## config.mk

```make
export PLATFORM = sky130hd
export DESIGN_NAME = mlr_front
export DESIGN_NICKNAME = d
export VERILOG_FILES = /design/src/sv/mlr_pkg.sv /design/src/sv/mlr_front.sv
export SDC_FILE = /design/constraint.sdc
export NUM_CORES = 1
export LEC_CHECK = 0
export BUFFER_PORTS_ARGS = -buffer_cell sky130_fd_sc_hd__buf_2
export CAP_MARGIN = 20
export CORE_MARGIN = 4
export CORE_UTILIZATION = 45
export DETAILED_ROUTE_END_ITERATION = 8
export HOLD_SLACK_MARGIN = 0.1
export PLACE_DENSITY = 0.67
export REMOVE_ABC_BUFFERS = 1
export SLEW_MARGIN = 40
export SYNTH_ARGS = -nofsm -noshare
export SYNTH_HDL_FRONTEND = slang
export SYNTH_SLANG_ARGS = --single-unit
```

## constraint.sdc

```tcl
create_clock -name clk -period 6 [get_ports clk]
set_clock_uncertainty 0.1 [all_clocks]
set_input_delay 1.2 -clock clk [delete_from_list [all_inputs] [get_ports clk]]
set_output_delay 1.2 -clock clk [all_outputs]
set_load 0.01 [all_outputs]
```

## src/sv/mlr_pkg.sv

```systemverilog
`timescale 1ns / 1ps
package mlr_pkg;
    localparam int EVENT_SLOTS   = 16384;
    localparam int TIME_BITS     = 24;
    localparam int PLAY_PER_TICK = 16;
    localparam int ADDR_BITS     = $clog2(EVENT_SLOTS);
    localparam int CNT_BITS      = ADDR_BITS + 1;
    localparam int PLAY_BITS     = $clog2(PLAY_PER_TICK + 1);
    localparam int QDEPTH        = 2;

    typedef enum logic [2:0] {
        REQ_MSG   = 3'd0,
        REQ_TICK  = 3'd1,
        REQ_START = 3'd2,
        REQ_STOP  = 3'd3,
        REQ_HALT  = 3'd4
    } req_t;

    typedef enum logic [1:0] {
        MODE_IDLE  = 2'd0,
        MODE_ARMED = 2'd1,
        MODE_REC   = 2'd2,
        MODE_LOOP  = 2'd3
    } mode_t;

    localparam logic [1:0] KIND_FWD    = 2'd0;
    localparam logic [1:0] KIND_PLAY   = 2'd1;
    localparam logic [1:0] KIND_ALLOFF = 2'd2;
    localparam logic [1:0] KIND_REPORT = 2'd3;

    localparam logic [3:0] TY_OFF  = 4'd8;
    localparam logic [3:0] TY_ON   = 4'd9;
    localparam logic [3:0] TY_CC   = 4'd11;
    localparam logic [6:0] CC_EXPR    = 7'd11;
    localparam logic [6:0] CC_SUSTAIN = 7'd64;
    localparam logic [6:0] CC_ALLOFF  = 7'd123;

    // classified command handed from front to back
    typedef enum logic [2:0] {
        CMD_FWD,
        CMD_TICK,
        CMD_START,
        CMD_STOP,
        CMD_HALT
    } cmd_t;

    typedef struct packed {
        cmd_t       cmd;
        logic [3:0] ty;
        logic [3:0] ch;
        logic [6:0] a;
        logic [6:0] b;
        logic       is_on;
        logic       is_off;
    } job_t;

    typedef struct packed {
        logic [1:0] kind;
        logic [3:0] ty;
        logic [3:0] ch;
        logic [6:0] a;
        logic [6:0] b;
        logic       started;
        logic [1:0] mode;
        logic       last;
    } res_t;

    typedef enum logic [2:0] {
        ST_IDLE,
        ST_ALLOFF,
        ST_PLAY_RD,
        ST_PLAY_CHK,
        ST_PLAY_END
    } state_t;
endpackage

```

## src/sv/mlr_front.sv

```systemverilog
`timescale 1ns / 1ps
module mlr_front
    import mlr_pkg::*;
(
    input  logic        clk,
    input  logic        rst_n,
    input  logic        in_valid,
    output logic        in_ready,
    input  logic [2:0]  req,
    input  logic [3:0]  ty,
    input  logic [3:0]  ch,
    input  logic [6:0]  a,
    input  logic [6:0]  b,
    output logic        q_valid,
    input  logic        q_ready,
    output job_t        q_job
);
    job_t                     mem_reg [QDEPTH];
    logic [$clog2(QDEPTH):0]  cnt_reg, cnt_next;
    logic [$clog2(QDEPTH)-1:0] wp_reg, rp_reg;
    logic  push, pop, keep;
    job_t  j;

    always_comb
    begin
        j = '0;
        j.ty = ty;
        j.ch = ch;
        j.a  = a;
        j.b  = b;
        j.is_on  = (ty == TY_ON) && (b != 7'd0);
        j.is_off = (ty == TY_OFF) || ((ty == TY_ON) && (b == 7'd0));
        keep = 1'b1;
        case (req)
            REQ_MSG:   begin j.cmd = CMD_FWD;
                       keep = !((ty == TY_CC) && (a == CC_EXPR) && (b == 7'd0)); end
            REQ_TICK:  j.cmd = CMD_TICK;
            REQ_START: j.cmd = CMD_START;
            REQ_STOP:  j.cmd = CMD_STOP;
            REQ_HALT:  j.cmd = CMD_HALT;
            default:   begin j.cmd = CMD_TICK; keep = 1'b0; end
        endcase
    end

    assign in_ready = (cnt_reg != QDEPTH[$clog2(QDEPTH):0]);
    assign push     = in_valid && in_ready && keep;
    assign q_valid  = (cnt_reg != '0);
    assign pop      = q_valid && q_ready;
    assign q_job    = mem_reg[rp_reg];
    assign cnt_next = cnt_reg + {{$clog2(QDEPTH){1'b0}}, push}
                      - {{$clog2(QDEPTH){1'b0}}, pop};

    always_ff @(posedge clk or negedge rst_n)
    begin
        if (!rst_n)
        begin
            cnt_reg <= '0;
            wp_reg  <= '0;
            rp_reg  <= '0;
        end
        else
        begin
            cnt_reg <= cnt_next;
            if (push) wp_reg <= wp_reg + 1'b1;
            if (pop)  rp_reg <= rp_reg + 1'b1;
        end
    end

    always_ff @(posedge clk)
    begin
        if (push) mem_reg[wp_reg] <= j;
    end

    a_cnt: assert property (@(posedge clk) disable iff (!rst_n)
        cnt_reg <= QDEPTH) else $error("queue overflow");
    a_nopop: assert property (@(posedge clk) disable iff (!rst_n)
        (cnt_reg == '0) |-> !q_valid) else $error("pop from empty");
    a_full: assert property (@(posedge clk) disable iff (!rst_n)
        (cnt_reg == QDEPTH) |-> !in_ready) else $error("push when full");
endmodule

```

---- Yosys cells after proc, flatten, opt, wreduce, memory -nomap -nowiden ----
Memory sizes are Yosys's and may differ from the RTL's.
Cells that the tools add are included.
storage, ports and cells
  output and inout port bits .............. 29
  memory bits (writable) .................. 54
  input bits .............................. 29
  logic and storage cells ................. 35
  bits in registers ....................... 4
  memories kept ........................... 1
memory list
  memory   words  width  rd ports  clocked after memory_dff  write ports  RTL line         RTL
  mem_reg  2      27     1         0                         1            mlr_front.sv:18  job_t mem_reg [QDEPTH];
cells by class
  mux-type cells .......................... 4
  equality and inequality tests ........... 9
  add/subtract/negate cells ............... 4
  reduce and logical (&&, ||, !) cells .... 14
operators with widths
  operator                                                          number
  4-bit == test (second input constant)                             3
  3-bit one-hot mux with 4 select lines                             1
  7-bit by 4-bit == test with 1-bit output (second input constant)  1
  1-bit logical AND                                                 7
  7-bit logical NOT                                                 1
  7-bit nonzero test                                                1
  3-bit by 2-bit == test with 1-bit output (second input constant)  2
  4-bit OR reduction                                                1
  3-bit by 1-bit == test with 1-bit output (second input constant)  1
  3-bit == test (second input constant)                             1
  3-bit logical NOT                                                 1
  1-bit adder (second input constant)                               2
  2-bit by 1-bit adder with 2-bit output                            1
  1-bit 2-to-1 mux                                                  2
  2-bit != test (second input constant)                             1
  1-bit one-hot mux with 2 select lines                             1
  2-bit nonzero test                                                1
  2-bit by 1-bit subtractor with 2-bit output                       1
  1-bit logical NOT                                                 1
  1-bit logical OR                                                  1

---- Logic depth before layout (Yosys ltp) ----
Gate-level depths: netlist (run 1).
  word-level depth ........................ 8
  mapped depth ............................ 8
  mapped depth without buffers ............ 8

---- Least setup slack after synthesis (run 1) ----
OpenSTA, ideal clock, no wires.
  path kind ............................... input to register
  start ................................... input port a[5]
  end ..................................... register cnt_reg[1]
  stages .................................. 8
  arrival time ............................ 3.166 ns
  setup slack ............................. 2.654 ns
  required time ........................... 5.820 ns
  cell sequence ........................... or4b_1 > or4_1 > o2111ai_2 > ha_1 > inv_1 > ha_1 > xnor2_1 > xnor2_1
on the way
  cells in the longest elaborated chain, start to end .. 8
RTL lines
  what                                         RTL line         RTL
  from (decl)                                  mlr_front.sv:12  input logic [6:0] a,
  7-bit by 4-bit == test with 1-bit output     mlr_front.sv:36  keep = !((ty == TY_CC) && (a == CC_EXPR) && (b == 7'd0)); end
  1-bit logical AND (2 in series)              mlr_front.sv:36
  1-bit logical NOT                            mlr_front.sv:36
  1-bit one-hot mux with 2 select lines        mlr_front.sv:34  case (req)
  1-bit logical AND                            mlr_front.sv:46  assign push = in_valid && in_ready && keep;
  2-bit by 1-bit adder with 2-bit output       mlr_front.sv:50  assign cnt_next = cnt_reg + {{$clog2(QDEPTH){1'b0}}, push}
  2-bit by 1-bit subtractor with 2-bit output  mlr_front.sv:51  - {{$clog2(QDEPTH){1'b0}}, pop};
  named net cnt_next[1]                        mlr_front.sv:19  logic [$clog2(QDEPTH):0] cnt_reg, cnt_next;
  to (signal assigned)                         mlr_front.sv:63  cnt_reg <= cnt_next;
  to (decl)                                    mlr_front.sv:19
The timed path passes the listed nets, and every way through them passes these cells.
A chain may end at the register's enable or synchronous reset.

---- Final worst setup path (run 1) ----
Ends and elaborated chain as after synthesis.

==> reports/qor.yml, run 1 <==
vdd_drop_max_v: 0.000233
core_area_sq_um: 4790
grtUsageMet2_pct: 25.5
grt_pass1_vias: 1395
layout_worst_path_cycle_share_pct: 55.1
area_delta_synth_final_pct: 24.6
insertion_delay_ns: 0.33
cts_tree: "yes"
avgRoutedWirePerCell_um: 16.1
synth.avg_cell_area_sq_um: 19.2
worstMarginPinSlew_ns: 0.643
yosysSeqAreaShare_pct: 76.7
endpoint_kind: "flip-flop"
clk_path_buf_depth: 2
rows: 25
cts_made_buffers: 9
drt_iter0_drc: 42
min_path_type: "flip-flop to flip-flop"
fmax_mhz: 302
die_w_um: 78.6
num_antenna_cells: 0
arrival_ns: 3.45
initial_core_util_pct: 46.9
ys.flop_type: "edfxtp_1"
r2r_cells: 4
overflow: 0
antenna_found_initial: 0
fin_setup_tns_ns: 0
syn_inst: 117
min_delay_path_depth: 1
total_power_uw: 1210
yosys.area.top_type: "edfxtp_1"
drive_gt1_share_pct: 54.0
viasPerCell: 4.93
h-tree-depth: 3
wl_um: 4130
finalHoldViolCount: 0
grt_max_degree: 29
cap_violations: 0
io_pins: 58
finalCriticalPeriod_ns: 3.31
largest_register_ffs: 54
dieArea_sq_um: 6190
cts_setup_buffers: 0
die_height_um: 78.6
drc: 0
met3_usage_pct: 4.93
crit_type: "primary input to flip-flop"
synth_warnings: 0
postCtsHoldBufs: 0
status: "finished, final reports clean"
clkTransAtPathRegs_ns: 0.06
post-dp-hpwl_um: 2800
power_density_nw_per_um2: 432
dr.pass1.iters: 4
slew_headroom_pct: 57.1
start_kind: "primary input"
gr-max-usage-layer: "met2"
synthArstFlopShare_pct: 6.90
nets: 215
p_leak_uw: 0.00104
use_met1_pct: 15.3
cts_resized: 0
rsz0062_at_grt: "no"
ant_nets: 0
grt_pass1_wl_um: 6560
synth-seq-cells: 58
yosysTopAreaCellShare_pct: 72.2
clockRootBuffer: "clkbuf_8"
io_buffers: 57
crit_required_ns: 6.14
syn_area_sq_um: 2250
finalSetupViolCount: 0
maxSlewViolCount: 0
synth-edff-count: 54
synth_cell_type_count: 24
grt_usage_pct: 14.8
vias: 1262
crit_fanout: 4
gp_congestion: 0.812
ys_top_cells_by_area: "edfxtp_1 72%, mux2_2 14%, dfrtp_1 4.5%"
clock_sinks: 58
synth_stat cells (2+ instances only):
master and count:
clkbuf_1 3, nor3_1 2, or4b_1 2, mux2_2 27, nor2_1 2, inv_1 2, edfxtp_1 54, xnor2_1 3
dfrtp_1 4, nand2b_1 2, nand2_1 2, ha_1 2
power breakdown:
| part | leakage [uW] | switching, uW | internal, uW |
|---|---|---|---|
| registers | 0.000543 | 58.0 | 522 |
| logic | 0.000415 | 152 | 164 |
| clock network | 0.0000843 | 141 | 172 |
cell type report:
| cell class | count | area [sq um] |
|---|---|---|
| clock buffer | 14 | 163 |
| sequential | 58 | 1720 |
| tap | 67 | 83.8 |
| clock inverter | 2 | 11.3 |
| fill | 379 | 1990 |
| timing repair buffer | 59 | 300 |
| multi-input combinational | 54 | 510 |
| inverter | 2 | 7.51 |
final timing paths:
| check | slack, ns | endpoint | startpoint |
|---|---|---|---|
| min reg2reg | 0.43 | cnt_reg[0] | cnt_reg[0] |
| min | 0.43 | cnt_reg[0] | cnt_reg[0] |
| max reg2reg | 4.06 | mem_reg[1][7] | cnt_reg[1] |
| max in group asynchronous | 5.08 | rp_reg | rst_n |
| min in group asynchronous | 0.57 | cnt_reg[0] | rst_n |
| max | 2.69 | cnt_reg[1] | a[5] |
metrics by stage:
stage                     worst slack [ns]  hold slack, ns  cell area, sq um  std cells  utilization, %
final                                 2.69           0.429              2800        256            58.5
after global routing                  2.62           0.447              2800        256            58.5
after CTS                             2.69           0.434              2800        256            58.5
after detailed placement              2.33           0.418              2630        240            54.8
after global placement                2.45           0.375              2620        240            54.8
after floorplan                       2.65           0.360              2230        114               -
critical path, cell delays in order:
cell	delay (ns)
buf_2	0.11
or4b_1	0.51
or4_1	0.53
o2111ai_2	0.31
ha_1	0.29
inv_1	0.06
ha_1	0.15
xnor2_1	0.14
xnor2_1	0.15
cells in the final DEF (no fill, tap or decap), types with 2 or more instances in the layout:
cell type and n:
buf_2 57, edfxtp_1 54, mux2_2 27, clkbuf_8 11, xnor2_1 3, clkbuf_1 3, dfrtp_1 3, inv_1 2
nor3_1 2, nand2_1 2, nand2b_1 2, or4b_1 2, nor2_2 2, ha_1 2, buf_4 2
per-layer routing:
metal  up-vias  share of wire, %  routed length [um]
met2        48                50                2060
li1        588                 -                   -
met5         -                 0                   0
met1       615                40                1660
met3        11               7.0                 289
met4         0               2.8                 114
kinds of logic after synthesis:
| family | after synthesis | synth area share [%] |
|---|---|---|
| mux | 27 | 13.5 |
| flops | 58 | 76.7 |
| fa+ha+maj | 2 | 1.11 |
| xor+xnor | 4 | 1.56 |
| compound gates | 4 | 1.56 |
| simple gates | 17 | 4.74 |
| buf+inv | 5 | 0.836 |
Power figures use the tool's default switching activity.
==> run 2, diff against run 1 <==
==> constraint.sdc (replaced) <==
create_clock -name clk -period 3.22 [get_ports clk]
set_clock_uncertainty 0.1 [all_clocks]
set_input_delay 0.644 -clock clk [delete_from_list [all_inputs] [get_ports clk]]
set_output_delay 0.644 -clock clk [all_outputs]
set_load 0.01 [all_outputs]
==> reports/qor.yml, run 2 (synthesis gave the netlist of run 1 again) <==
status: "finished, final reports clean"  # unchanged
p_seq_share_pct: 45.1  # was 48.0%
drc: 0  # unchanged
largest_register_ffs: 54  # unchanged
post-dp-hpwl_um: 2840  # was 2800 um
min_delay_path_depth: 1  # unchanged
avgRoutedWirePerCell_um: 15.7  # was 16.1 um
switching_share_pct: 28.3  # was 29.1%
p_int_uw: 1650  # was 858 uW
rsz0062_at_grt: "no"  # unchanged
slew_headroom_pct: 55.5  # was 57.1%
grtUsageMet2_pct: 22.5  # was 25.5%
nets: 219  # was 215
p_sw_uw: 652  # was 351 uW
die_height_um: 78.6  # unchanged
layout_common_cells: "57 x buf_2, 54 x edfxtp_1, 27 x mux2_2"  # unchanged
vias: 1262  # unchanged
power_density_nw_per_um2: 809  # was 432 nW/um^2
ant_nets: 0  # unchanged
core_area_sq_um: 4790  # unchanged
cts_tree: "yes"  # unchanged
overflow: 0  # unchanged
r2r_cells: 5  # was 4
place_area_sq_um: 2650  # was 2630 sq um
grt_usage_pct: 14.5  # was 14.8%
use_met1_pct: 17.4  # was 15.3%
finalHoldViolCount: 0  # unchanged
layout_worst_path_cycle_share_pct: 81.6
finalSetupViolCount: 0  # unchanged
num_antenna_cells: 0  # unchanged
hold_path_end: "mem_reg[1][16]"  # was cnt_reg[0]
clockRootBuffer: "clkbuf_8"  # unchanged
clk_path_buf_depth: 2  # unchanged
start_kind: "flip-flop"  # was primary input
reg2reg_setup_slack_ns: 1.20  # was 4.06 ns
arrival_ns: 1.88  # was 3.45 ns
fmax_mhz: 380
dp_cells: 243  # was 240
reg2reg_from: "cnt_reg[1]"  # unchanged
endpoint_kind: "output pin"  # was flip-flop
total_power_uw: 2300  # was 1210 uW
area_delta_synth_final_pct: 26.9  # was 24.6%
viasPerCell: 4.85  # was 4.93
fin_setup_tns_ns: 0  # unchanged
p_leak_uw: 0.00108  # was 0.00104 uW
rows: 25  # unchanged
antenna_found_initial: 0  # unchanged
grt_pass1_vias: 1368  # was 1,395
dr.pass1.iters: 4  # unchanged
worstMarginPinSlew_ns: 0.667  # was 0.643 ns
h-tree-depth: 3  # unchanged
vdd_drop_max_v: 0.000452  # was 0.000233 V
cts_setup_buffers: 0  # unchanged
io_buffers: 57  # unchanged
clkTransAtPathRegs_ns: 0.06  # about the same
gp_congestion: 0.751  # was 0.812
grt_pass1_wl_um: 6580  # was 6560 um
finalInstanceArea_sq_um: 2850  # was 2800 sq um
wl_um: 4080  # was 4130 um
cts_made_buffers: 9  # unchanged
drive_gt1_share_pct: 55.4  # was 54.0%
dieArea_sq_um: 6190  # unchanged
initial_core_util_pct: 46.9  # unchanged
min_path_type: "primary input to flip-flop"  # was flip-flop to flip-flop
maxSlewViolCount: 0  # unchanged
gr-max-usage-layer: "met2"  # unchanged
cap_violations: 0  # unchanged
die_w_um: 78.6  # unchanged
crit_fanout: 17  # was 4
grt_max_degree: 20  # was 29
insertion_delay_ns: 0.33  # about the same
instances_no_fill: 260  # was 256
drt_iter0_drc: 42  # unchanged
combPwrFrac_pct: 27.9  # was 26.1%
clock_sinks: 58  # unchanged
io_pins: 58  # unchanged
crit_required_ns: 2.48  # was 6.14 ns
clkPwrFrac_pct: 27.0  # was 25.9%
met3_usage_pct: 4.59  # was 4.93%
finalCriticalPeriod_ns: 2.63
crit_type: "flip-flop to output pin"  # was primary input to flip-flop
layout_commonest_cell: "buf_2"  # unchanged
min-delay-start: "ch[0]"  # was cnt_reg[0]
regToRegEndpoint: "mem_reg[1][21]"  # was mem_reg[1][7]
## run 2: changes by cell type in the layout (fill, tap and decap cells not counted), moves of 2 or more
cell | before | now
clkinv_2 | 0 | 2
clkbuf_1 | 3 | 1
buf_4 | 2 | 5
clkbuf_8 | 11 | 13
## run 2: layout make-up
| type | count | area [sq um] |
|---|---|---|
| fillers | 384 | 1940 |
| flip-flops and latches | 58 | 1720 |
| multi-input cells | 54 | 510 |
| repair buffers | 63 | 333 |
| clock buffers | 14 | 183 |
| well taps | 67 | 83.8 |
| clock inverters | 2 | 10.0 |
| inverters | 2 | 7.51 |
## run 2: worst max path at each step
| stage | startpoint | cells past startpoint | to |
|---|---|---|---|
| floorplan | a[5] | 8 | cnt_reg[1] |
| global placement | a[5] | 9 | cnt_reg[1] |
| detailed placement | a[5] | 9 | cnt_reg[1] |
| CTS | rp_reg | 3 | q_job[20] |
| global route | a[5] | 9 | cnt_reg[1] |
| finish | rp_reg | 3 | q_job[20] |
## run 2: timing repair
action | in CTS | in global routing
hold endpoints to repair | 4 | 0
hold buffers | 1 | 0
gates resized for setup | 0 | 0
## run 2: per-layer routing
metal  part of all wire, %  vias up  routed length [um]
li1                      -      599                   -
met3                   7.1        8                 289
met4                   2.1        0                  87
met1                    43      608                1750
met2                    48       47                1950
met5                     0        -                   0
## run 2: power by group through the flow
stage	Combinational [uW]	Clock, uW	Sequential, uW
2_1_floorplan	376	0	1060
3_3_place_gp	637	0	1050
3_5_place_dp	651	0	1060
4_1_cts	657	641	1040
5_1_grt	704	685	1050
6_report	644	622	1040
## run 2: critical path, cell delays in order, from the launching register on
cell     delay [ns]
dfrtp_1        0.66
buf_4          0.36
mux2_2         0.38
buf_2          0.15
## run 2: through the flow
| stage | hold WS (ns) | utilization, % | setup WS (ns) |
|---|---|---|---|
| after global routing | 0.388 | 59.5 | 0.457 |
| final | 0.402 | 59.5 | 0.592 |
| after global placement | 0.355 | 55.3 | 0.342 |
| after detailed placement | 0.362 | 55.3 | 0.276 |
| after CTS | 0.388 | 59.5 | 0.569 |
| after floorplan | 0.248 | - | 0.430 |
==> run 3, diff against run 2 <==
==> constraint.sdc (replaced) <==
create_clock -name clk -period 2.6 [get_ports clk]
set_clock_uncertainty 0.1 [all_clocks]
set_input_delay 0.52 -clock clk [delete_from_list [all_inputs] [get_ports clk]]
set_output_delay 0.52 -clock clk [all_outputs]
set_load 0.01 [all_outputs]
==> reports/qor.yml, run 3 (synthesis gave the netlist of run 1 again) <==
grt_usage_pct: 14.8  # was 14.5%
vias: 1291  # was 1,262
slew_headroom_pct: 74.7  # was 55.5%
crit_fanout: 2  # was 17
gp_congestion: 0.755  # was 0.751
vdd_drop_max_v: 0.000508  # was 0.000452 V
layout_worst_path_cycle_share_pct: 93.7
grt_pass1_vias: 1448  # was 1,368
finalSetupViolCount: 0  # unchanged
initial_core_util_pct: 46.9  # unchanged
ant_nets: 0  # unchanged
die_w_um: 78.6  # unchanged
rsz0062_at_grt: "no"  # unchanged
avgRoutedWirePerCell_um: 15.3  # was 15.7 um
status: "finished, final reports clean"  # unchanged
min-delay-start: "ch[3]"  # was ch[0]
maxSlewViolCount: 0  # unchanged
cpMaxStageDelayCell: "or4_1"  # was dfrtp_1
io_buffers: 57  # unchanged
postCtsHoldBufs: 1  # unchanged
met3_usage_pct: 4.82  # was 4.59%
p_leak_uw: 0.00111  # was 0.00108 uW
core_area_sq_um: 4790  # unchanged
antenna_found_initial: 0  # unchanged
io_pins: 58  # unchanged
finalCriticalPeriod_ns: 2.44
post-route-util_pct: 61.0  # was 59.5%
viasPerCell: 4.82  # was 4.85
total_power_uw: 2880  # was 2300 uW
power_density_nw_per_um2: 985  # was 809 nW/um^2
min_path_type: "primary input to flip-flop"  # unchanged
grtUsageMet2_pct: 24.4  # was 22.5%
cts_made_buffers: 9  # unchanged
area_delta_synth_final_pct: 30.0  # was 26.9%
slowest_delay_ns: 0.53  # was 0.66 ns
h-tree-depth: 3  # unchanged
cts_setup_buffers: 0  # unchanged
clkTransAtPathRegs_ns: 0.06  # about the same
worstMarginPinSlew_ns: 0.380  # was 0.667 ns
finalHoldViolCount: 0  # unchanged
wl_um: 4110  # was 4080 um
dr.pass1.iters: 4  # unchanged
crit_type: "primary input to flip-flop"  # was flip-flop to output pin
cap_violations: 0  # unchanged
reg2reg_from: "cnt_reg[1]"  # unchanged
largest_register_ffs: 54  # unchanged
nets: 227  # was 219
grt_pass1_wl_um: 6740  # was 6580 um
gr-max-usage-layer: "met2"  # unchanged
layout_common_cells: "57 x buf_2, 54 x edfxtp_1, 27 x mux2_2"  # unchanged
use_met1_pct: 16.9  # was 17.4%
endpoint_kind: "flip-flop"  # was output pin
grt_max_degree: 29  # was 20
fmax_mhz: 410
post-dp-hpwl_um: 2900  # was 2840 um
drt_iter0_drc: 53  # was 42
cts_resized: 0  # unchanged
num_antenna_cells: 0  # unchanged
dieArea_sq_um: 6190  # unchanged
crit_required_ns: 2.74  # was 2.48 ns
insertion_delay_ns: 0.32  # was 0.33 ns
drive_gt1_share_pct: 55.2  # was 55.4%
worstPathCellList: "buf_2, or4b_1, or4_1, o2111ai_2, ha_1, inv_1, ha_1, xnor2_1, xnor2_1"  # was buf_4, mux2_2, buf_2
die_height_um: 78.6  # unchanged
rows: 25  # unchanged
clockRootBuffer: "clkbuf_8"  # unchanged
clk_path_buf_depth: 2  # unchanged
cts_tree: "yes"  # unchanged
overflow: 0  # unchanged
start_kind: "primary input"  # was flip-flop
drc: 0  # unchanged
crit_start: "a[5]"  # was rp_reg
layout_commonest_cell: "buf_2"  # unchanged
arrival_ns: 2.58  # was 1.88 ns
clock_sinks: 58  # unchanged
==> run 3: final cells by class <==
cell class | count | area, sq um
Tap cell | 67 | 83.8
Clock buffer | 12 | 135
Sequential cell | 58 | 1720
Timing Repair Buffer | 71 | 418
Clock inverter | 4 | 42.5
Fill cell | 365 | 1870
Inverter | 2 | 7.51
Multi-Input combinational cell | 54 | 510
==> run 3: final timing paths <==
check / end / slack (ns) / cells past startpoint
max in group asynchronous: cnt_reg[0] / 1.84 / 2
hold / removal: mem_reg[1][19] / 0.28 / 1
setup / recovery: cnt_reg[1] / 0.16 / 9
min in group asynchronous: rp_reg / 0.44 / 2
hold reg to reg: cnt_reg[1] / 0.40 / 1
setup reg to reg: cnt_reg[1] / 0.80 / 7
==> run 3: worst max-delay path: cells and delay by family <==
kind / cells / cell delay (ns)
buffers and inverters: 2 / 0.15
AND/OR/NAND/NOR: 2 / 1.03
XOR/XNOR: 2 / 0.27
AO/OA/AOI/OAI: 1 / 0.21
adder cells (fa/ha/maj): 2 / 0.40
==> run 3: per-stage QoR <==
stage | worst slack, ns | cell area (sq um) | cells | TNS [ns] | hold slack (ns)
after floorplan | -0.0661 | 2230 | 114 | -1.26 | 0.124
after global routing | 0.0711 | 2920 | 268 | 0 | 0.260
final | 0.163 | 2920 | 268 | 0 | 0.280
after global placement | -0.143 | 2730 | 251 | -0.161 | 0.229
after detailed placement | -0.171 | 2730 | 251 | -0.631 | 0.233
after CTS | 0.159 | 2920 | 268 | 0 | 0.265
==> run 3: layer usage <==
| layer | up-vias | part of all wire (%) |
|---|---|---|
| met4 | 0 | 2.3 |
| met3 | 9 | 7.1 |
| li1 | 617 | - |
| met2 | 45 | 51 |
| met1 | 620 | 39 |
| met5 | - | 0 |
==> run 3: where the power goes <==
group          total, uW  internal, uW  switching [uW]
Sequential          1250          1200            46.9
Clock                751           435             316
Combinational        874           433             441
Total               2880          2070             804
